$ cat config.mk
export PLATFORM = sky130hd
export DESIGN_NAME = sld_queue
export DESIGN_NICKNAME = d
export VERILOG_FILES = /design/src/hdl/sld_pkg.sv /design/src/hdl/sld_queue.sv
export SDC_FILE = /design/constraint.sdc
export NUM_CORES = 1
export LEC_CHECK = 0
export BUFFER_PORTS_ARGS = -buffer_cell sky130_fd_sc_hd__buf_2
export CORE_UTILIZATION = 51
export DETAILED_ROUTE_END_ITERATION = 6
export PLACE_DENSITY = 0.75
export SLEW_MARGIN = 20
export SYNTH_ARGS = -nofsm -noshare
export SYNTH_HDL_FRONTEND = slang
export SYNTH_SLANG_ARGS = --single-unit
export TNS_END_PERCENT = 100
$ cat constraint.sdc
create_clock -name clk -period 2.95 [get_ports clk]
set_input_delay 0.295 -clock clk [delete_from_list [all_inputs] [get_ports clk]]
set_output_delay 0.295 -clock clk [all_outputs]
set_load 0.01 [all_outputs]
$ cat src/hdl/sld_pkg.sv
// Types, constants and table functions of the segment LCD digit writer.
// Depends on nothing; used by every module of the block.
package sld_pkg;

  localparam int DIGIT_COUNT = 8;
  localparam int ROW_COUNT   = 8;
  localparam int ROW_W       = 32;
  localparam int COL_W       = 5;
  localparam int GLYPH_W     = 7;
  localparam int GLYPH_COUNT = 28;
  localparam int NUMBER_W    = 27;
  localparam int STEP_W      = 3;
  localparam int QUEUE_DEPTH = 2;  // power of two, pointers wrap naturally
  localparam int QUEUE_AW    = 1;

  localparam logic [NUMBER_W-1:0] NUMBER_MAX = NUMBER_W'(99999999);
  // q = (v * RECIP10) >> RECIP_SHIFT is exact for any 32-bit v
  localparam logic [31:0] RECIP10     = 32'hCCCCCCCD;
  localparam int          RECIP_SHIFT = 35;
  localparam logic [STEP_W-1:0] LAST_STEP = STEP_W'(DIGIT_COUNT - 1);

  typedef enum logic [2:0] {
    CMD_WRITE     = 3'd0,
    CMD_WRITE_UPD = 3'd1,
    CMD_CLEAR_POS = 3'd2,
    CMD_CLEAR_ALL = 3'd3,
    CMD_FILL_ALL  = 3'd4,
    CMD_SHOW_NUM  = 3'd5
  } cmd_t;

  typedef enum logic [1:0] {
    OP_NOP,
    OP_GLYPH,
    OP_FILL,
    OP_NUMBER
  } op_kind_t;

  typedef enum logic {
    BK_IDLE,
    BK_NUMBER
  } back_state_t;

  typedef struct packed {
    logic [2:0]          command;
    logic [7:0]          glyph_code;
    logic [3:0]          digit_position;
    logic [NUMBER_W-1:0] number_value;
  } sld_in_t;

  typedef struct packed {
    logic [ROW_W-1:0] row0_word;
    logic [ROW_W-1:0] row1_word;
    logic [ROW_W-1:0] row2_word;
    logic [ROW_W-1:0] row3_word;
    logic [ROW_W-1:0] row4_word;
    logic [ROW_W-1:0] row5_word;
    logic [ROW_W-1:0] row6_word;
    logic [ROW_W-1:0] row7_word;
    logic             update_request;
  } sld_out_t;

  // Classified command, as it sits in the queue.
  typedef struct packed {
    op_kind_t            kind;
    logic                update;
    logic                pos_ok;
    logic [COL_W-1:0]    column;
    logic [GLYPH_W-1:0]  pattern;
    logic                fill;
    logic [NUMBER_W-1:0] number;
  } sld_op_t;

  typedef logic [ROW_COUNT-1:0][ROW_W-1:0] row_words_t;

  localparam logic [GLYPH_W-1:0] GLYPH_TABLE [GLYPH_COUNT] = '{
    7'h77, 7'h12, 7'h6B, 7'h5B, 7'h1E, 7'h5D, 7'h7D, 7'h13, 7'h7F, 7'h5F,
    7'h3F, 7'h7C, 7'h65, 7'h7A, 7'h6D, 7'h2D, 7'h00, 7'h2F, 7'h37, 7'h64,
    7'h08, 7'h3E, 7'h76, 7'h28, 7'h78, 7'h70, 7'h52, 7'h38
  };

  // Row that takes glyph bit i.
  localparam logic [2:0] BIT_ROW [GLYPH_W] = '{3'd7, 3'd6, 3'd5, 3'd4, 3'd2, 3'd1, 3'd0};

  function automatic logic [GLYPH_W-1:0] glyph_pattern(input logic [7:0] code);
    logic [GLYPH_W-1:0] pat;
    pat = '0;
    if (code < 8'(GLYPH_COUNT)) begin
      pat = GLYPH_TABLE[code[4:0]];
    end
    return pat;
  endfunction

  function automatic logic pos_valid(input logic [3:0] pos);
    return (pos >= 4'd1) && (pos <= 4'(DIGIT_COUNT));
  endfunction

  function automatic logic [COL_W-1:0] pos_column(input logic [3:0] pos);
    logic [COL_W-1:0] col;
    unique case (pos)
      4'd1:    col = 5'd6;
      4'd2:    col = 5'd10;
      4'd3:    col = 5'd11;
      4'd4:    col = 5'd12;
      4'd5:    col = 5'd13;
      4'd6:    col = 5'd14;
      4'd7:    col = 5'd15;
      4'd8:    col = 5'd25;
      default: col = 5'd0;
    endcase
    return col;
  endfunction

  // Replace the seven segment bits of one column.
  function automatic row_words_t put_glyph(input row_words_t rows,
                                           input logic [COL_W-1:0] col,
                                           input logic [GLYPH_W-1:0] pat);
    row_words_t r;
    r = rows;
    for (int i = 0; i < GLYPH_W; i++) begin
      r[BIT_ROW[i]][col] = pat[i];
    end
    return r;
  endfunction

endpackage

$ cat src/hdl/sld_queue.sv
// Short FIFO of classified commands between front and back.
// Depends on sld_pkg.
module sld_queue (
  input  logic             clk,
  input  logic             rst,
  input  logic             push,
  input  sld_pkg::sld_op_t push_data,
  output logic             full,
  input  logic             pop,
  output logic             q_valid,
  output sld_pkg::sld_op_t q_data
);
  import sld_pkg::*;

  sld_op_t             entries [QUEUE_DEPTH];
  logic [QUEUE_AW-1:0] wr_ptr;
  logic [QUEUE_AW-1:0] rd_ptr;
  logic [QUEUE_AW:0]   count;

  assign full    = (count == (QUEUE_AW+1)'(QUEUE_DEPTH));
  assign q_valid = (count != '0);
  assign q_data  = entries[rd_ptr];

  always_ff @(posedge clk) begin
    if (push) begin
      entries[wr_ptr] <= push_data;
    end
  end

  always_ff @(posedge clk) begin
    if (rst) begin
      wr_ptr <= '0;
      rd_ptr <= '0;
      count  <= '0;
    end else begin
      if (push) begin
        wr_ptr <= wr_ptr + 1'b1;
      end
      if (pop) begin
        rd_ptr <= rd_ptr + 1'b1;
      end
      unique case ({push, pop})
        2'b10:   count <= count + 1'b1;
        2'b01:   count <= count - 1'b1;
        default: count <= count;
      endcase
    end
  end

endmodule

== Yosys cells after proc, flatten, opt, wreduce, memory -nomap -nowiden ==
Memories as Yosys holds them, arrays and structs flattened. A register that Yosys moved wholly into a read port is not among the register bits.
Cells that the tools add are included.

* Memories: 1
* Memory bits (writable): 88
* Input bits: 48
* Word-level logic and storage cells: 18
* Output and inout port bits: 46
* Register bits after elaboration: 4

{| class="wikitable"
|+ Memory list
! name !! depth !! bits a word !! rd ports !! clocked after Yosys merged registers in !! wr ports !! line !! RTL
|-
| entries || 2 || 44 || 1 || 1 || 1 || sld_queue.sv:15 || <nowiki>sld_op_t entries [QUEUE_DEPTH];</nowiki>
|}

* Reductions and logical operators: 2
* Eq/ne operators: 3
* Add/sub/neg operators: 4
* Muxes and demuxes: 5

{| class="wikitable"
|+ Operator list
! kind !! count
|-
| $eq A2 B2 Y1 const B || 2
|-
| $mux W1 || 4
|-
| $pmux W2 S2 || 1
|-
| $reduce_bool A2 Y1 || 2
|-
| $add A1 B1 Y1 const B || 2
|-
| $add A2 B1 Y2 const B || 1
|-
| $eq A2 B1 Y1 const B || 1
|-
| $sub A2 B1 Y2 const B || 1
|}

== Depth between registers and ports, before layout ==
* Depth in word-level cells: 3
* Gate-level depth with buffers: 5

== Least setup slack after synthesis ==
No wires, ideal clock.

* Kind: in2reg
* Start: in push
* End: mem entries[0][0] (netlist name), enable pin
* Data required time: 2504 ps
* Arrival time: 2202 ps
* Library setup time: 446 ps
* Buffers on the path: 0
* Path slack: 302 ps
* Cell stages on the path: 2
* Cells stage by stage: inv_1 nor2_1

* Longest elaborated chain between the ends: 2

{| class="wikitable"
|+ RTL lines
! element !! line !! RTL
|-
| start, declared || sld_queue.sv:6 || <nowiki>input logic push,</nowiki>
|-
| $mux W1 || sld_queue.sv:25 || <nowiki>if (push) begin</nowiki>
|-
| $mux W1 (not written as such) || sld_queue.sv:26 || <nowiki>entries[wr_ptr] <= push_data;</nowiki>
|-
| end, declared || sld_queue.sv:15 ||
|}

No other way between the ends.

==> out/results.tsv <==
metric	value	unit
antenna cell count	0	
GRT Util Overall	0.167	
required time of the critical path	2.65	ns
Final period util	0.650	
GRT Residual Overflow	0	
core footprint	6350	um2
Reg clk slew, reported paths	0.09	ns
critical path type	flop to primary output	
outcome	finished clean	
die height	83.3	um
Max-cap violations	0	
Synth Register Bits	93	
startpoint types	flop	
cts hold-fix bufs	0	
DRC Markers	0	
setup ws final	1.03	ns
Max Slew Vio Count	0	
Max transition margin	0.574	
Routed WL	5.41	mm
initial DRC count	80	
# nets final	312	
leakage power	1.57	nW
Root Driver	clkbuf_8	
DP Cell Count	329	
fraction of layout cells with a size suffix above 1	0.608	
Max Fclk	521	MHz
met1 track demand over resource	0.208	
worst-path fanout max	20	
cell family with most CP delay	buffers and inverters	
via count	1737	
Final Skew	0.00649	ns
ranking of synthesized cells by area	edfxtp_1 78%, mux2_2 15%, dfxtp_1 3.0%	
Final Setup Violations	0	
Fin Setup TNS	0	ns
placed cell area	3970	um2
Warnings, synthesis	0	
CP max stage cell	dfxtp_2	
number of clock sinks	93	
GR peak layer	met2	
crit path time final	1.92	ns
first-pass GRT wire length	8.71	mm
initial core utilization	0.531	
global routing usage on met2	0.270	
Mapped Nets	208	
share of the synthesized area in the top cell type	0.784	
Syn Std Cell Area	3370	um2
Final Instance Area	4170	um2
Critical Path AT	1.62	ns
Largest stage delay, worst path	0.44	ns
dpl hpwl	3.57	mm
I/O pin cnt	94	
CP Capture Type	primary output	
power per cell area	649	nW/um2
total iterations of the first detailed-routing run	4	
Crit path buffers/inverters	2	
Gates resized, CTS repair	0	
worst vdd ir	0.000395	V
clk buf depth	2	
Post-Syn Instances	159	
H-Tree Depth	3	
Antenna Nets Post-Route	0	
chip width	83.3	um
unrepaired setup endpoints after global routing	false	
vias in the first global route	1797	
vias per cell	5.03	
Post-Layout Cell Count	345	
area delta synth->final	23.6	%
post-synthesis sequential area ratio	0.814	
worst path cell trace	buf_4, mux2_2, buf_2	
Worst-Margin Slew	0.638	ns
# port buffers	93	
CTS buffer count	9	
# fillers	459	
initial antenna violation count	0	
post-synth top area cell	edfxtp_1	
global routing usage on met3	0.0507	
Final Hold Vio Count	0	
WL per Instance	15.7	um
largest net degree at the start of global routing	25	
Worst-Skew Late Latency	0.34	ns
area of the die	6940	um2
Setup Buffers After CTS	0	
syn avg cell area	21.2	um2
Netlist cell types	15	
Place WS	1.32	ns
CTS tree	yes	
row cnt	29	
Hold Path Class	primary input to flop	
routability congestion estimate from global placement	0.709	
-- registers in the layout, summed over array words and instances, names as in the netlist, named ones only --
| name | flops |
|---|---|
| entries | 88 |
| count | 2 |
| rd_ptr | 1 |
| wr_ptr | 1 |
-- final timing paths --
kind | startpoint | endpoint | slack (ns) | cells past startpoint
min reg2reg | count[1] | count[1] | 0.52 | 2
max | flop | q_data[24] | 1.03 | 3
max reg2reg | wr_ptr | entries[1][12] | 1.34 | 2
min | push_data[0] | entries[0][0] | 0.13 | 1
-- cell type report --
type	instances	area (um2)	share of cell area
Clock buffer	9	124	0.0297
Inverter	1	3.75	0.000901
Clock inverter	7	75.1	0.0180
Sequential cell	93	2740	0.659
Multi-Input combinational cell	60	608	0.146
Tap cell	77	96.3	0.0231
Timing Repair Buffer	98	515	0.124
-- logic make-up (layout without fill, tap and decap cells) --
group / count (synthesis) / count (layout) / share of synthesized area
flip-flops: 93 / 93 / 0.814
multiplexers: 44 / 44 / 0.147
AND/OR/NAND/NOR: 9 / 9 / 0.0137
buffers and inverters: 6 / 115 / 0.00854
XOR/XNOR: 4 / 4 / 0.0104
AO/OA/AOI/OAI: 2 / 2 / 0.00297
adder cells (fa/ha/maj): 1 / 1 / 0.00371
-- synth_stat cells --
cell,instances
a21oi_1,1
and2_1,1
and2b_2,1
buf_2,5
dfxtp_1,5
edfxtp_1,88
ha_1,1
inv_1,1
mux2_2,44
nor2_1,5
o21ai_0,1
or2_2,1
or3_1,1
xnor2_1,3
xor2_1,1
-- placed cells by master (no fill, tap or decap) --
cell type and instances:
a21oi_1 1, and2_2 1, and2b_2 1, buf_12 1
buf_2 93, buf_4 4, bufinv_16 1, clkbuf_8 9
clkinv_2 1, clkinv_4 1, clkinvlp_4 3, dfxtp_1 4
dfxtp_2 1, edfxtp_1 88, ha_1 1, inv_1 1
inv_6 1, mux2_2 44, nor2_1 4, nor2_4 1
o21ai_0 1, or2_2 1, or3_1 1, xnor2_1 3
xor2_1 1
-- layer usage --
metal	wire (um)	vias to the layer above
li1	-	824
met1	2350	833
met2	2600	71
met3	376	9
met4	85	0
met5	0	-
-- through the flow --
step	power [W]	util	hold WS, ns
3_5_place_dp	0.00191	0.625	0.486
5_1_grt	0.00281	0.656	0.116
4_1_cts	0.00274	0.656	0.121
6_report	0.00270	0.656	0.135
2_1_floorplan	0.00177	-	0.364
3_3_place_gp	0.00191	0.625	0.483
-- power breakdown --
group          internal (W)  total [W]  switching [W]
Combinational      0.000157   0.000319       0.000162
Clock              0.000394   0.000824       0.000430
Sequential          0.00153    0.00156      0.0000248
Total               0.00209    0.00270       0.000616
Power figures use the tool's default switching activity.
