<file path="src/hdl/sld_pkg.sv">
// Types, constants and table functions of the segment LCD digit writer.
// Depends on nothing; used by every module of the block.
package sld_pkg;

  localparam int DIGIT_COUNT = 8;
  localparam int ROW_COUNT   = 8;
  localparam int ROW_W       = 32;
  localparam int COL_W       = 5;
  localparam int GLYPH_W     = 7;
  localparam int GLYPH_COUNT = 28;
  localparam int NUMBER_W    = 27;
  localparam int STEP_W      = 3;
  localparam int QUEUE_DEPTH = 2;  // power of two, pointers wrap naturally
  localparam int QUEUE_AW    = 1;

  localparam logic [NUMBER_W-1:0] NUMBER_MAX = NUMBER_W'(99999999);
  // q = (v * RECIP10) >> RECIP_SHIFT is exact for any 32-bit v
  localparam logic [31:0] RECIP10     = 32'hCCCCCCCD;
  localparam int          RECIP_SHIFT = 35;
  localparam logic [STEP_W-1:0] LAST_STEP = STEP_W'(DIGIT_COUNT - 1);

  typedef enum logic [2:0] {
    CMD_WRITE     = 3'd0,
    CMD_WRITE_UPD = 3'd1,
    CMD_CLEAR_POS = 3'd2,
    CMD_CLEAR_ALL = 3'd3,
    CMD_FILL_ALL  = 3'd4,
    CMD_SHOW_NUM  = 3'd5
  } cmd_t;

  typedef enum logic [1:0] {
    OP_NOP,
    OP_GLYPH,
    OP_FILL,
    OP_NUMBER
  } op_kind_t;

  typedef enum logic {
    BK_IDLE,
    BK_NUMBER
  } back_state_t;

  typedef struct packed {
    logic [2:0]          command;
    logic [7:0]          glyph_code;
    logic [3:0]          digit_position;
    logic [NUMBER_W-1:0] number_value;
  } sld_in_t;

  typedef struct packed {
    logic [ROW_W-1:0] row0_word;
    logic [ROW_W-1:0] row1_word;
    logic [ROW_W-1:0] row2_word;
    logic [ROW_W-1:0] row3_word;
    logic [ROW_W-1:0] row4_word;
    logic [ROW_W-1:0] row5_word;
    logic [ROW_W-1:0] row6_word;
    logic [ROW_W-1:0] row7_word;
    logic             update_request;
  } sld_out_t;

  // Classified command, as it sits in the queue.
  typedef struct packed {
    op_kind_t            kind;
    logic                update;
    logic                pos_ok;
    logic [COL_W-1:0]    column;
    logic [GLYPH_W-1:0]  pattern;
    logic                fill;
    logic [NUMBER_W-1:0] number;
  } sld_op_t;

  typedef logic [ROW_COUNT-1:0][ROW_W-1:0] row_words_t;

  localparam logic [GLYPH_W-1:0] GLYPH_TABLE [GLYPH_COUNT] = '{
    7'h77, 7'h12, 7'h6B, 7'h5B, 7'h1E, 7'h5D, 7'h7D, 7'h13, 7'h7F, 7'h5F,
    7'h3F, 7'h7C, 7'h65, 7'h7A, 7'h6D, 7'h2D, 7'h00, 7'h2F, 7'h37, 7'h64,
    7'h08, 7'h3E, 7'h76, 7'h28, 7'h78, 7'h70, 7'h52, 7'h38
  };

  // Row that takes glyph bit i.
  localparam logic [2:0] BIT_ROW [GLYPH_W] = '{3'd7, 3'd6, 3'd5, 3'd4, 3'd2, 3'd1, 3'd0};

  function automatic logic [GLYPH_W-1:0] glyph_pattern(input logic [7:0] code);
    logic [GLYPH_W-1:0] pat;
    pat = '0;
    if (code < 8'(GLYPH_COUNT)) begin
      pat = GLYPH_TABLE[code[4:0]];
    end
    return pat;
  endfunction

  function automatic logic pos_valid(input logic [3:0] pos);
    return (pos >= 4'd1) && (pos <= 4'(DIGIT_COUNT));
  endfunction

  function automatic logic [COL_W-1:0] pos_column(input logic [3:0] pos);
    logic [COL_W-1:0] col;
    unique case (pos)
      4'd1:    col = 5'd6;
      4'd2:    col = 5'd10;
      4'd3:    col = 5'd11;
      4'd4:    col = 5'd12;
      4'd5:    col = 5'd13;
      4'd6:    col = 5'd14;
      4'd7:    col = 5'd15;
      4'd8:    col = 5'd25;
      default: col = 5'd0;
    endcase
    return col;
  endfunction

  // Replace the seven segment bits of one column.
  function automatic row_words_t put_glyph(input row_words_t rows,
                                           input logic [COL_W-1:0] col,
                                           input logic [GLYPH_W-1:0] pat);
    row_words_t r;
    r = rows;
    for (int i = 0; i < GLYPH_W; i++) begin
      r[BIT_ROW[i]][col] = pat[i];
    end
    return r;
  endfunction

endpackage

</file>
<file path="src/hdl/sld_front.sv">
// Front end: takes command beats and classifies them into queue entries.
// Depends on sld_pkg.
module sld_front (
  input  sld_pkg::sld_in_t in_data,
  input  logic             in_valid,
  output logic             in_ready,
  input  logic             q_full,
  output logic             push,
  output sld_pkg::sld_op_t push_data
);
  import sld_pkg::*;

  assign in_ready = !q_full;
  assign push     = in_valid && !q_full;

  always_comb begin
    push_data         = '0;
    push_data.kind    = OP_NOP;
    push_data.pos_ok  = pos_valid(in_data.digit_position);
    push_data.column  = pos_column(in_data.digit_position);
    push_data.pattern = glyph_pattern(in_data.glyph_code);
    push_data.number  = (in_data.number_value > NUMBER_MAX) ? NUMBER_MAX
                                                             : in_data.number_value;
    unique case (cmd_t'(in_data.command))
      CMD_WRITE: begin
        push_data.kind = OP_GLYPH;
      end
      CMD_WRITE_UPD: begin
        push_data.kind   = OP_GLYPH;
        push_data.update = 1'b1;
      end
      CMD_CLEAR_POS: begin
        push_data.kind    = OP_GLYPH;
        push_data.pattern = '0;
      end
      CMD_CLEAR_ALL: begin
        push_data.kind = OP_FILL;
        push_data.fill = 1'b0;
      end
      CMD_FILL_ALL: begin
        push_data.kind = OP_FILL;
        push_data.fill = 1'b1;
      end
      CMD_SHOW_NUM: begin
        push_data.kind   = OP_NUMBER;
        push_data.update = 1'b1;
      end
      default: begin
        push_data.kind = OP_NOP;
      end
    endcase
  end

endmodule

</file>
<file path="config.mk">
export PLATFORM = sky130hd
export DESIGN_NAME = sld_front
export DESIGN_NICKNAME = d
export VERILOG_FILES = /design/src/hdl/sld_pkg.sv /design/src/hdl/sld_front.sv
export SDC_FILE = /design/constraint.sdc
export NUM_CORES = 1
export LEC_CHECK = 0
export BUFFER_PORTS_ARGS = -buffer_cell sky130_fd_sc_hd__buf_2
export CORE_ASPECT_RATIO = 0.7
export CORE_MARGIN = 1
export CORE_UTILIZATION = 40
export DETAILED_ROUTE_END_ITERATION = 10
export GPL_ROUTABILITY_DRIVEN = 1
export PLACE_DENSITY = 0.95
export SLEW_MARGIN = 20
export SYNTH_ARGS = -nofsm -noshare
export SYNTH_HDL_FRONTEND = slang
export SYNTH_SLANG_ARGS = --single-unit
</file>
<file path="constraint.sdc">
create_clock -name vclk -period 5.8
set_input_delay 1.45 -clock vclk [all_inputs]
set_output_delay 1.45 -clock vclk [all_outputs]
set_load 0.02 [all_outputs]
</file>
### Yosys cells after proc, flatten, opt, wreduce, memory -nomap -nowiden

Memory sizes are Yosys's and may differ from the RTL's.
Index checks and enable logic that the tools add are counted.

| operators by class | value |
|---|---|
| bitwise operators | 1 |
| shift operators | 0 |
| reduce and logical (&&, ||, !) cells | 7 |
| $mul | 0 |
| divide/modulo/power cells | 0 |
| muxes and demuxes | 8 |
| order comparisons | 5 |
| equality and inequality tests | 5 |
| add/subtract/negate cells | 0 |

Operator list:

| cell | number |
|---|---|
| $mux 7 | 4 |
| $gt 27x27->1 const B | 1 |
| $mux 27 | 1 |
| $lt 8x5->1 const B | 1 |
| $eq 3x2->1 const B | 2 |
| $eq 3x3->1 const B | 2 |
| $ge 6x6->1 const B | 1 |
| $not 5->6 | 1 |
| $pmux 2 s3 | 1 |
| $ge 4x1->1 const B | 1 |
| $le 4x4->1 const B | 1 |
| $reduce_or 2->1 | 2 |
| $eq 3x1->1 const B | 1 |
| $logic_not 3->1 | 1 |
| $reduce_or 3->1 | 1 |
| $logic_and 1x1->1 | 2 |
| $mux 1 | 2 |
| $logic_not 1->1 | 1 |

| word-level totals | value |
|---|---|
| bits of input ports | 44 |
| memory bits (writable) | 0 |
| output and inout port bits | 46 |
| memories | 2 |
| logic and storage cells | 28 |
| memory bits (read-only) | 304 |
| latch bits | 0 |
| bits in registers | 0 |

Memory list:

| memory | words | width | rd ports | clocked after Yosys merged registers in | wr ports | RTL line | text |
|---|---|---|---|---|---|---|---|
| (no name shown) | 32 | 7 | 1 | 0 | 0 | sld_pkg.sv:88 | `pat = GLYPH_TABLE[code[4:0]];` |
| (no name shown) | 16 | 5 | 1 | 0 | 0 | sld_pkg.sv:99 | `unique case (pos)` |

### Longest topological paths before layout

| logic depth | value |
|---|---|
| depth in word-level cells | 6 |
| depth in mapped cells | 6 |

### Worst setup path before layout

Ideal clock, no wire load.

| timing path | value |
|---|---|
| path type | input-to-output |
| start | input in_data[32] (netlist bit) |
| end | output push_data[34] (netlist bit) |
| path slack | 1520 ps |
| stages | 6 |
| data required time | 4350 ps |
| arrival time | 2830 ps |
| path through | inv_1 > ha_1 > nor2b_1 > nor2_1 > mux4_2 > nor2_1 |

RTL lines:

| item | RTL line | text |
|---|---|---|
| from (decl) | sld_front.sv:4 | `input sld_pkg::sld_in_t in_data,` |
| to (decl) | sld_front.sv:9 | `output sld_pkg::sld_op_t push_data` |

==> out/qor.json <==
{
  "routing": {
    "drt_iter0_drc": 62,
    "postRouteWirelength_um": 2930,
    "firstDrtPassIters": 7,
    "vias": 1245,
    "antenna_left": 0,
    "routed_via_density": 5.25,
    "drt_drc_violations_left": 3,
    "detail_route.wl_per_cell_um": 12.4
  },
  "critical_path": {
    "arrival_ns": 3.05,
    "setup.worst_path.start_class": "input port",
    "end_kind": "output port",
    "critPathKind": "input port to output port",
    "data_required_time_at_the_worst_endpoint_ns": 4.35,
    "critPathMaxFanout": 7
  },
  "power": {
    "power_density_nw_per_um2": 85.0,
    "ir_worst_vdd_uv": 33.7,
    "total_power_draw_uw": 112,
    "power.leakage_nw": 0.722
  },
  "global_routing": {
    "number_of_antenna_violations_at_the_first_check_in_global_routing": 0,
    "overflow": 0,
    "track_usage": 0.213,
    "grt_start_max_net_pins": 18,
    "first_pass_grt_wire_length_um": 3940,
    "first_global_vias": 874
  },
  "final_layout": {
    "area_growth_pct": 51.8,
    "nets": 268,
    "clkbuf_count": 0,
    "finish.instance_area_um2": 1320,
    "post_route_cells_drive_above_1_share": 0.474,
    "final_layout_fill_cell_count": 186,
    "antennaDiodeCount": 0,
    "multiInputGateArea_um2": 797,
    "final_core_utilization": 0.676,
    "number_of_flip_flops_and_latches": 0,
    "register_area_um2": 0
  },
  "clock_network": {
    "cts_hold_repair.buffers": 0,
    "cts_setup_buffers": 0,
    "ctsResizeCount": 0
  },
  "flow_run": {
    "timing.max_cap.violations": 0
  },
  "sta": {
    "clock.fmax_mhz": 222,
    "final_max_slew_viol_count": 0,
    "setup_violations": 0,
    "final_hold_viol_count": 0,
    "period_minus_slack_ns": 4.50,
    "tightestPinTransition_ns": 0.717,
    "slew_headroom": 0.522,
    "setup_total_negative_slack_ns": 0,
    "final_min_period_over_clock_period": 0.776,
    "rsz0062_at_grt": "false",
    "whs_ns": 3.17
  },
  "synthesis": {
    "yosysUniqueCellTypes": 37,
    "ys_top_cells_by_count": "nand2b_1, a21oi_1, inv_1, nand2_1",
    "yosys.area.top_type": "ha_1",
    "synth_cells": 132,
    "postSynthAreaPerCell_um2": 6.59,
    "synth_top_cells_by_area": "ha_1, nand2b_1, nand3b_1, a21oi_1, mux2_2",
    "syn_area_um2": 870,
    "syn_nets": 183,
    "synth_largest_type_area_fraction": 0.101,
    "synth_most_common_cell": "nand2b_1",
    "post_synthesis_sequential_area_ratio": 0,
    "synth.yosys.warnings": 0
  },
  "floorplan": {
    "die-area_um2": 2370,
    "fp.dieW_um": 57.7,
    "ioPinCount": 90,
    "start_util": 0.446,
    "coreArea_um2": 1950,
    "floorplan.rows": 13,
    "die_height_um": 41.0
  },
  "min_path": {
    "worstHoldPathType": "input port to output port"
  },
  "place": {
    "dp_hpwl_um": 2530,
    "portBuffers": 90,
    "placed_cell_area_um2": 1320,
    "place.gp.congestion": 0.823
  },
  "run_status": {
    "status": "complete, but fails checks",
    "failing_checks": "design-rule violations"
  }
}
[cells in the final DEF (no fill, tap or decap), drive strengths merged, types with 2 or more instances in the layout]
master / synthesis / layout
buf: 4 / 91
nand2b: 11 / 11
inv: 10 / 10
a21oi: 10 / 10
nand2: 10 / 10
nor2: 9 / 9
nand3b: 9 / 9
ha: 7 / 7
nor3: 6 / 6
nor2b: 6 / 6
o21ai: 5 / 5
nand3: 4 / 4
mux2: 4 / 4
and2: 4 / 4
nand4: 3 / 3
and3: 3 / 3
o311ai: 2 / 2
o31ai: 2 / 2
nand4b: 2 / 2
a211oi: 2 / 2
[cell families after synthesis]
family,count (synthesis),synth area share
adders and majority gates,7,0.101
muxes,6,0.0892
buffers and inverters,18,0.0835
xor gates and xnor gates,2,0.0201
and+or+nand+nor,71,0.476
AOI/OAI and AO/OA,28,0.230
[power breakdown]
| group | total [mW] | leakage (nW) | internal, mW | switching, mW |
|---|---|---|---|---|
| logic | 0.112 | 0.722 | 0.0455 | 0.0667 |
| registers | 0 | 0 | 0 | 0 |
| clock network | 0 | 0 | 0 | 0 |
| total | 0.112 | 0.722 | 0.0455 | 0.0667 |
[worst paths after layout]
| check | cells past startpoint | start | endpoint |
|---|---|---|---|
| max | 8 | in_data[31] | push_data[34] |
| min | 3 | q_full | in_ready |
[through the flow]
step                cells  setup WS [ns]
floorplan             132           1.52
global placement      237           1.35
detailed placement    237           1.32
CTS                   237           1.31
global route          237           1.19
finish                237           1.30
[worst max-delay path: stages]
cell and delay, ns:
buf_2 0.15, inv_1 0.10, ha_1 0.37, nor2b_1 0.23, nor2_1 0.07, mux4_2 0.45, nor2_1 0.08, buf_2 0.16
[metal layers]
metal / track usage / vias to the layer above / part of all wire
li1: - / 646 / -
met1: 0.340 / 554 / 0.45
met2: 0.317 / 43 / 0.49
met3: 0.00631 / 2 / 0.059
met4: 0.0298 / 0 / 0.0058
met5: 0 / - / 0
[cell type report]
type | instances | area share
Tap cell | 22 | 0.0209
Multi-Input combinational cell | 114 | 0.604
Inverter | 10 | 0.0284
Timing Repair Buffer | 91 | 0.347
Note: power is estimated with default switching activity, not from simulation.
